### src/rtl/core/bqcc_pkg.sv
// ----------------------------------------------------------------------------
// bqcc_pkg
// Shared types and character codes for the brace / quote / comment checker.
// ----------------------------------------------------------------------------
package bqcc_pkg;

	localparam int DEPTH_WIDTH_DEF = 16;
	localparam int UNIT_WIDTH      = 16;

	typedef enum logic [1:0] {
		MODE_NORMAL  = 2'd0,
		MODE_SINGLE  = 2'd1,
		MODE_DOUBLE  = 2'd2,
		MODE_COMMENT = 2'd3
	} scan_mode_t;

	typedef logic [UNIT_WIDTH-1:0] unit_t;

	// step: a word is consumed by the scanner this cycle
	typedef struct packed {
		logic step;
		logic last;
	} scan_ctl_t;

	localparam unit_t CH_STAR   = 16'h002A;
	localparam unit_t CH_SLASH  = 16'h002F;
	localparam unit_t CH_BSLASH = 16'h005C;
	localparam unit_t CH_SQUOTE = 16'h0027;
	localparam unit_t CH_DQUOTE = 16'h0022;
	localparam unit_t CH_LBRACE = 16'h007B;
	localparam unit_t CH_RBRACE = 16'h007D;

endpackage

### src/rtl/core/bqcc_scan.sv
// ----------------------------------------------------------------------------
// bqcc_scan
// Scanner state and its per-word update; produces the verdict for the
// word that closes a stream.
// ----------------------------------------------------------------------------
module bqcc_scan #(
	parameter int DEPTH_WIDTH = bqcc_pkg::DEPTH_WIDTH_DEF
) (
	input  logic                clk,
	input  logic                arst_n,
	input  bqcc_pkg::scan_ctl_t ctl,
	input  bqcc_pkg::unit_t     code,
	output logic                verdict
);
	import bqcc_pkg::*;

	scan_mode_t             mode_q, mode_n;
	logic                   esc_q, esc_n;
	logic                   slash_q, slash_n;
	logic                   star_q, star_n;
	logic [DEPTH_WIDTH-1:0] depth_q, depth_n;
	logic                   failed_q, failed_n;

	always_comb begin
		mode_n   = mode_q;
		esc_n    = esc_q;
		slash_n  = slash_q;
		star_n   = star_q;
		depth_n  = depth_q;
		failed_n = failed_q;
		if (!failed_q) begin
			case (mode_q)
				MODE_COMMENT: begin
					if (star_q && code == CH_SLASH) begin
						star_n = 1'b0;
						mode_n = MODE_NORMAL;
					end else begin
						star_n = (code == CH_STAR);
					end
				end
				MODE_SINGLE, MODE_DOUBLE: begin
					if (esc_q) begin
						esc_n = 1'b0;
					end else if (code == CH_BSLASH) begin
						esc_n = 1'b1;
					end else if ((mode_q == MODE_SINGLE && code == CH_SQUOTE) ||
					             (mode_q == MODE_DOUBLE && code == CH_DQUOTE)) begin
						mode_n = MODE_NORMAL;
					end
				end
				MODE_NORMAL: begin
					slash_n = 1'b0;
					if (slash_q && code == CH_STAR) begin
						mode_n = MODE_COMMENT;
						star_n = 1'b0;
					end else if (code == CH_SLASH) begin
						slash_n = 1'b1;
					end else if (code == CH_SQUOTE) begin
						mode_n = MODE_SINGLE;
						esc_n  = 1'b0;
					end else if (code == CH_DQUOTE) begin
						mode_n = MODE_DOUBLE;
						esc_n  = 1'b0;
					end else if (code == CH_LBRACE) begin
						// counter full counts as overflow
						if (&depth_q) failed_n = 1'b1;
						else          depth_n  = depth_q + 1'b1;
					end else if (code == CH_RBRACE) begin
						if (depth_q == '0) failed_n = 1'b1;
						else               depth_n  = depth_q - 1'b1;
					end
				end
				default: begin
					mode_n = MODE_NORMAL;
				end
			endcase
		end
	end

	assign verdict = !failed_n && mode_n == MODE_NORMAL && depth_n == '0;

	always_ff @(posedge clk or negedge arst_n) begin
		if (!arst_n) begin
			mode_q   <= MODE_NORMAL;
			esc_q    <= 1'b0;
			slash_q  <= 1'b0;
			star_q   <= 1'b0;
			depth_q  <= '0;
			failed_q <= 1'b0;
		end else if (ctl.step) begin
			if (ctl.last) begin
				mode_q   <= MODE_NORMAL;
				esc_q    <= 1'b0;
				slash_q  <= 1'b0;
				star_q   <= 1'b0;
				depth_q  <= '0;
				failed_q <= 1'b0;
			end else begin
				mode_q   <= mode_n;
				esc_q    <= esc_n;
				slash_q  <= slash_n;
				star_q   <= star_n;
				depth_q  <= depth_n;
				failed_q <= failed_n;
			end
		end
	end

	a_clear_on_last: assert property (@(posedge clk) disable iff (!arst_n)
		ctl.step && ctl.last |=> mode_q == MODE_NORMAL && depth_q == '0 && !failed_q
			&& !slash_q && !star_q)
		else $error("scanner state not cleared after last word");

	a_fail_sticky: assert property (@(posedge clk) disable iff (!arst_n)
		failed_q && !(ctl.step && ctl.last) |=> failed_q)
		else $error("failure flag dropped inside a stream");

	a_hold_idle: assert property (@(posedge clk) disable iff (!arst_n)
		!ctl.step |=> $stable(depth_q) && $stable(mode_q) && $stable(failed_q))
		else $error("scanner state moved without a word");

	a_depth_only_normal: assert property (@(posedge clk) disable iff (!arst_n)
		ctl.step && !ctl.last && mode_q != MODE_NORMAL |=> $stable(depth_q))
		else $error("brace depth changed outside normal mode");

endmodule

### src/rtl/core/brace_quote_comment_checker_core.sv
// ----------------------------------------------------------------------------
// brace_quote_comment_checker_core
// Streaming checker for balanced braces, closed quotes and closed comments.
// ----------------------------------------------------------------------------
// Takes one 16-bit code unit per cycle while not stalled, back to back,
// with no gaps needed between streams. Each word is latched in an input
// register and consumed by the scanner from there; the word flagged
// last_unit loads a single well_formed verdict into the result register
// when the scanner consumes it, and the scanner starts the next stream
// clean on the following word. The input stalls only while a verdict is
// waiting downstream and the next last word would need the result
// register. Brace depth is DEPTH_WIDTH bits; a full counter on an opening
// brace or a closing brace at zero fails the stream.
module brace_quote_comment_checker_core #(
	parameter int DEPTH_WIDTH = bqcc_pkg::DEPTH_WIDTH_DEF
) (
	input  logic            clk,
	input  logic            arst_n,
	input  logic            item_valid,
	output logic            item_stall,
	input  bqcc_pkg::unit_t code_unit,
	input  logic            last_unit,
	output logic            result_valid,
	input  logic            result_stall,
	output logic            well_formed
);
	import bqcc_pkg::*;

	logic      valid_s1;
	unit_t     code_s1;
	logic      last_s1;
	logic      res_valid_q;
	logic      res_q;
	logic      verdict;
	logic      accept;
	scan_ctl_t ctl;

	// a last word may advance only if the result register is free or draining
	assign ctl.step  = valid_s1 && !(last_s1 && res_valid_q && result_stall);
	assign ctl.last  = last_s1;
	assign item_stall = valid_s1 && !ctl.step;
	assign accept     = item_valid && !item_stall;

	always_ff @(posedge clk or negedge arst_n) begin
		if (!arst_n) begin
			valid_s1 <= 1'b0;
		end else if (accept) begin
			valid_s1 <= 1'b1;
		end else if (ctl.step) begin
			valid_s1 <= 1'b0;
		end
	end

	always_ff @(posedge clk) begin
		if (accept) begin
			code_s1 <= code_unit;
			last_s1 <= last_unit;
		end
	end

	bqcc_scan #(
		.DEPTH_WIDTH(DEPTH_WIDTH)
	) u_scan (
		.clk     (clk),
		.arst_n  (arst_n),
		.ctl     (ctl),
		.code    (code_s1),
		.verdict (verdict)
	);

	always_ff @(posedge clk or negedge arst_n) begin
		if (!arst_n) begin
			res_valid_q <= 1'b0;
		end else if (ctl.step && ctl.last) begin
			res_valid_q <= 1'b1;
		end else if (!result_stall) begin
			res_valid_q <= 1'b0;
		end
	end

	always_ff @(posedge clk) begin
		if (ctl.step && ctl.last) begin
			res_q <= verdict;
		end
	end

	assign result_valid = res_valid_q;
	assign well_formed  = res_q;

endmodule

### config.mk
export PLATFORM = sky130hd
export DESIGN_NAME = brace_quote_comment_checker_core
export DESIGN_NICKNAME = d
export VERILOG_FILES = /design/src/rtl/core/bqcc_pkg.sv /design/src/rtl/core/bqcc_scan.sv /design/src/rtl/core/brace_quote_comment_checker_core.sv
export SDC_FILE = /design/constraint.sdc
export NUM_CORES = 1
export LEC_CHECK = 0
export ABC_AREA = 1
export BUFFER_PORTS_ARGS = -buffer_cell sky130_fd_sc_hd__clkbuf_2
export CAP_MARGIN = 0
export CORE_MARGIN = 2
export CORE_UTILIZATION = 40
export CTS_CLUSTER_DIAMETER = 150
export CTS_CLUSTER_SIZE = 25
export DETAILED_ROUTE_END_ITERATION = 8
export PLACE_DENSITY = 0.62
export SYNTH_ARGS = -nofsm -noshare
export SYNTH_HDL_FRONTEND = slang
export SYNTH_SLANG_ARGS = --single-unit
### constraint.sdc
create_clock -name clk -period 1.9 [get_ports clk]
set_clock_uncertainty 0.1 [all_clocks]
set_input_delay 0.38 -clock clk [delete_from_list [all_inputs] [get_ports clk]]
set_output_delay 0.38 -clock clk [all_outputs]
set_load 0.05 [all_outputs]
Word-level counts from Yosys, hierarchy flattened. Index checks and enable logic that the tools add are counted.

Mux-type cells: 56. Reductions and logical operators: 30. $add $sub $neg: 2. Equality and inequality tests: 16.

Operators by type and width (count): 16-bit two-way mux (11); 16-bit by 6-bit equality test with 1-bit output, second input constant (4); 16-bit by 7-bit equality test with 1-bit output, second input constant (3); 16-bit logical NOT (2); 1-bit two-way mux (32); 2-bit two-way mux (10); 16-bit by 1-bit adder with 16-bit output, second input constant (1); 16-bit AND reduction (1); 16-bit by 1-bit subtractor with 16-bit output, second input constant (1); 1-bit logical AND (12); 3-bit != test, second input constant (2); 2-bit case mux with 3 select lines (1); 6-bit AND reduction (1); 3-bit nonzero test (2); 2-bit equality test, second input constant (2); 1-bit logical NOT (4); 2-bit logical NOT (2); 4-bit by 2-bit != test with 1-bit output, second input constant (1); 1-bit case mux with 2 select lines (2); 4-bit AND reduction (1); 2-bit nonzero test (2); 3-bit by 2-bit != test with 1-bit output, second input constant (1); 3-bit AND reduction (1); 2-bit by 1-bit equality test with 1-bit output, second input constant (1); other kinds (4) (4).

Input bits: 21. Bits in registers: 42. Word-level logic and storage cells: 115. Output and inout bits: 3.

Logic depth before layout (Yosys ltp).
Depth after elaboration: 13. Depth in mapped cells: 17. Depth with buffers taken out: 17.

By module. Synthesis repeated with hierarchy kept, for this count alone.

Cell total of the unflattened synthesis: 484. Area, all modules: 3206.8 µm².

Modules (own cells, without submodules): bqcc_scan (area each 2560.0 µm², times used 1, cells each 452, sequential area each 550.5 µm²); brace_quote_comment_checker_core (area each 646.9 µm², times used 1, cells each 32, sequential area each 590.6 µm²).

Worst setup path before layout. Ideal clock, no wire load.

Kind: register to register. From: reg res_valid_q (netlist: result_valid). To: reg code_s1[0], enable pin. Buffers on the path: 0. Path slack: -0.543 ns. Cell stages (with the launch flop): 4. Required time: 1.430 ns. Arrival: 1.973 ns. Setup time: 0.370 ns. Cell sequence: dfrtp_1 > nand3_1 > nor2_1 > nor2_1.

Cells in the longest elaborated chain, start to end: 8.

Ends and longest elaborated chain: from (decl) (RTL line brace_quote_comment_checker_core.sv:32) `logic res_valid_q;`; from (signal assigned) (RTL line brace_quote_comment_checker_core.sv:73) `res_valid_q <= 1'b0;`; from (signal assigned) (RTL line brace_quote_comment_checker_core.sv:75) `res_valid_q <= 1'b1;`; from (signal assigned) (RTL line brace_quote_comment_checker_core.sv:77) `res_valid_q <= 1'b0;`; 1-bit logical AND (2 in series) (RTL line brace_quote_comment_checker_core.sv:39) `assign ctl.step = valid_s1 && !(last_s1 && res_valid_q && result_stall);`; 1-bit logical NOT (RTL line brace_quote_comment_checker_core.sv:39); 1-bit logical AND (RTL line brace_quote_comment_checker_core.sv:39); 1-bit logical NOT (RTL line brace_quote_comment_checker_core.sv:41) `assign item_stall = valid_s1 && !ctl.step;`; 1-bit logical AND (RTL line brace_quote_comment_checker_core.sv:41); named net item_stall (RTL line brace_quote_comment_checker_core.sv:20) `output logic item_stall,`; 1-bit logical NOT (RTL line brace_quote_comment_checker_core.sv:42) `assign accept = item_valid && !item_stall;`; 1-bit logical AND (RTL line brace_quote_comment_checker_core.sv:42); named net accept (RTL line brace_quote_comment_checker_core.sv:35) `logic accept;`; to (signal assigned) (RTL line brace_quote_comment_checker_core.sv:56) `code_s1 <= code_unit;`; to (decl) (RTL line brace_quote_comment_checker_core.sv:30) `unit_t code_s1;`.

The timed path passes the listed nets, and every way through them passes these cells. A chain may end at the register's enable or synchronous reset.

Worst setup path after layout.
From: reg code_s1[9]. To: reg res_q (netlist: well_formed) (data pin).

Cells in the longest elaborated chain, start to end: 12.

Ends and longest elaborated chain: parallel branches: the longest is 11 deep, another holds 16-bit by 7-bit equality test with 1-bit output; 1-bit logical AND (*) (RTL line bqcc_scan.sv:80) `assign verdict = !failed_n && mode_n == MODE_NORMAL && depth_n == '0;`; named net u_scan.verdict (RTL line bqcc_scan.sv:13) `output logic verdict`; to (signal assigned) (RTL line brace_quote_comment_checker_core.sv:83) `res_q <= verdict;`; to (decl) (RTL line brace_quote_comment_checker_core.sv:33) `logic res_q;`.

Mark *: on every way through the listed nets, which the timed path passes.

==> flow_summary.toml <==
[cells_and_area]
drive_above_1_share_pct = 40.0
n_antenna_cell = 0
instances_no_fill = 710
nFillCells = 736
layout_commonest_cell = "nand2_1"
fin_area_um2 = 4720
multi_input_area_um2 = 2170
final_nets = 635
final_core_util_pct = 60.5
final_cell_mix = "nand2_1, buf_4, nor2_1"
area_growth_pct = 45.0
regArea_um2 = 1140

[clocking]
clock_sink_count = 42
cts_max_level = 2
cts_tree = "built"
path_clk_slew_ps = 80
root_buffer = "clkbuf_8"
numCtsBuffers = 5
clk_latency_ps = 290
cts-root-to-sink-buffers = 2
holdBufCountCts = 0

[logic_synthesis]
synthFlopType = "dfrtp_1"
synth_seq_cells = 42
avgSynthCellArea_um2 = 6.78
ys_types = 34
synth_edf_count = 18
async_reset_ff_share_pct = 57.1
syn_nets = 508
seq_area_frac_synth_pct = 35.0
synth_cells = 480
ys_warn_count = 0
syn-cell-area_um2 = 3260

[worst_setup_path]
required_ps = 1950
crit_type = "flop to flop"
endpoint_kind = "flop"
arrival_ps = 2350
cp-start-kind = "flop"
crit_fanout = 6

[floorplanning]
core_um2 = 7810
io_pins = 24
start_util_pct = 41.7
dieWidth_um = 94.2
rows = 32
die_h_um = 94.2
dieArea_um2 = 8880

[pwr]
clockPowerShare_pct = 33.1
seqPwrFrac_pct = 57.6
combPwrFrac_pct = 9.3
p_int_mw = 1.29
leakagePower_nw = 2.46
switching_power_mw = 0.443
ir_worst_vdd_uv = 376
power_switching_share_pct = 25.5
power.density_nw_per_um2 = 368

[routing]
first_pass_iters = 5
drc = 0
wl_per_cell_um = 14.1
final_antenna_net_count = 0
drt-initial-drc-count = 217
drt_wl_total_um = 9990
via_count = 3620
viasPerCell = 5.10

[global_route]
grt_max_degree = 25
grt_pass1_vias = 3377
grt-ovfl-total = 0
antenna_found_initial = 0
grtUsageTotal_pct = 23.4
grt_first_pass_wirelength_um = 16200

[placement]
place.port_buffers = 23
placed_area_um2 = 4210
place_congestion = 0.923
post-place-ws_ps = -371
hpwl_um = 7390
place_inst = 688

[job]
maxCapViolCount = 0

[timing]
min_period_ps = 2300
setup_viol = 20
slew_violations = 0
fin_crit_sh_pct = 121
tightest_slew_ps = 689
slew_headroom_pct = 54.0
holdWs_ps = 13.2
hold_viol_final = 0
fmax_mhz = 434
finalWorstSetupSlack_ps = -405
rsz0062_at_grt = "yes"

[min_path]
hold_path_class = "input pin to async pin"

[status]
status = "complete, but fails checks"
violations = "negative setup slack"
logic make-up after synthesis:
| logic type | after synthesis | synth area share (%) |
|---|---|---|
| adders and majority gates | 7 | 2.69 |
| AOI/OAI and AO/OA | 53 | 9.30 |
| buffers and inverters | 69 | 8.84 |
| and+or+nand+nor | 309 | 44.1 |
| DFF | 42 | 35.1 |
state kept, by name (all words and copies together), names as in the netlist:
name,cells
code_s1,16
last_s1,1
result_valid,1
u_scan.depth_q,16
u_scan.esc_q,1
u_scan.failed_q,1
u_scan.mode_q,2
u_scan.slash_q,1
u_scan.star_q,1
valid_s1,1
well_formed,1
Yosys cell counts, types with 6 or more instances:
cell type / count / area share, %
o21ai_0: 27 / 4.2
ha_1: 7 / 2.7
dfrtp_1: 24 / 18
nand4_1: 11 / 2.1
nor2_1: 66 / 7.6
edfxtp_1: 18 / 17
nor2_2: 12 / 2.3
nand3_1: 50 / 7.7
inv_1: 58 / 6.7
nand2_2: 8 / 1.5
nand2_4: 6 / 2.1
nand2_1: 142 / 16
a21oi_1: 7 / 1.1
o22ai_1: 7 / 1.3
worst max-delay path, cell delays in order, from the launching register on:
cell and delay [ps]:
edfxtp_1 400, nor2_1 110, nand2_1 110, nor2_4 250, nand3_4 190, nand2_4 140
nand2_8 90, nor2_4 110, nand2_1 60, nand2_1 70, nand2_2 80, nor2_2 120
nand2_1 70, nor2_2 80, nand2_1 50, nor2_1 110
metrics by stage:
stage	total power, mW	TNS (ps)
after floorplan	1.10	-11.7
after global placement	1.16	-1820
after detailed placement	1.17	-3030
after CTS	1.75	-2030
after global routing	1.81	-5420
final	1.74	-2480
final cells by class:
cell class,count,share of cell area (%)
Clock inverter,2,0.291
Inverter,61,5.01
Multi-Input combinational cell,371,45.9
Clock buffer,6,1.54
Timing Repair Buffer,126,20.3
Sequential cell,42,24.2
Tap cell,102,2.70
routing by layer:
metal / global-route usage, % / vias to the layer above / routed length, um
met4: 5.92 / 0 / 136
met2: 39.3 / 107 / 4830
met1: 32.1 / 1678 / 4540
li1: - / 1818 / -
met5: 0 / - / 0
met3: 2.73 / 17 / 484
power groups by stage:
stage	Clock (mW)	Combinational, mW	Sequential, mW
after floorplan	0	0.0753	1.03
after global routing	0.628	0.180	1.01
after global placement	0	0.146	1.02
after CTS	0.595	0.158	1.00
after detailed placement	0	0.149	1.02
final	0.576	0.161	1.00
what timing repair did:
action,in CTS,in global routing
setup endpoints to repair,21,22
gates resized for setup,60,38
pin swaps,26,14
hold endpoints to repair,0,0
setup buffers,10,6
cloned,2,0
final timing paths:
kind	startpoint	end	slack, ps	cells past startpoint
worst max-delay path	code_s1[9]	well_formed	-400	15
worst min-delay path	arst_n	result_valid	10	1
worst max register to register	code_s1[9]	well_formed	-400	15
worst min register to register	u_scan.star_q	u_scan.star_q	400	2
max in group asynchronous	arst_n	u_scan.depth_q[2]	1210	1
min in group clk	code_unit[10]	code_s1[10]	150	1
No activity file was read; power rests on OpenSTA's default activity.
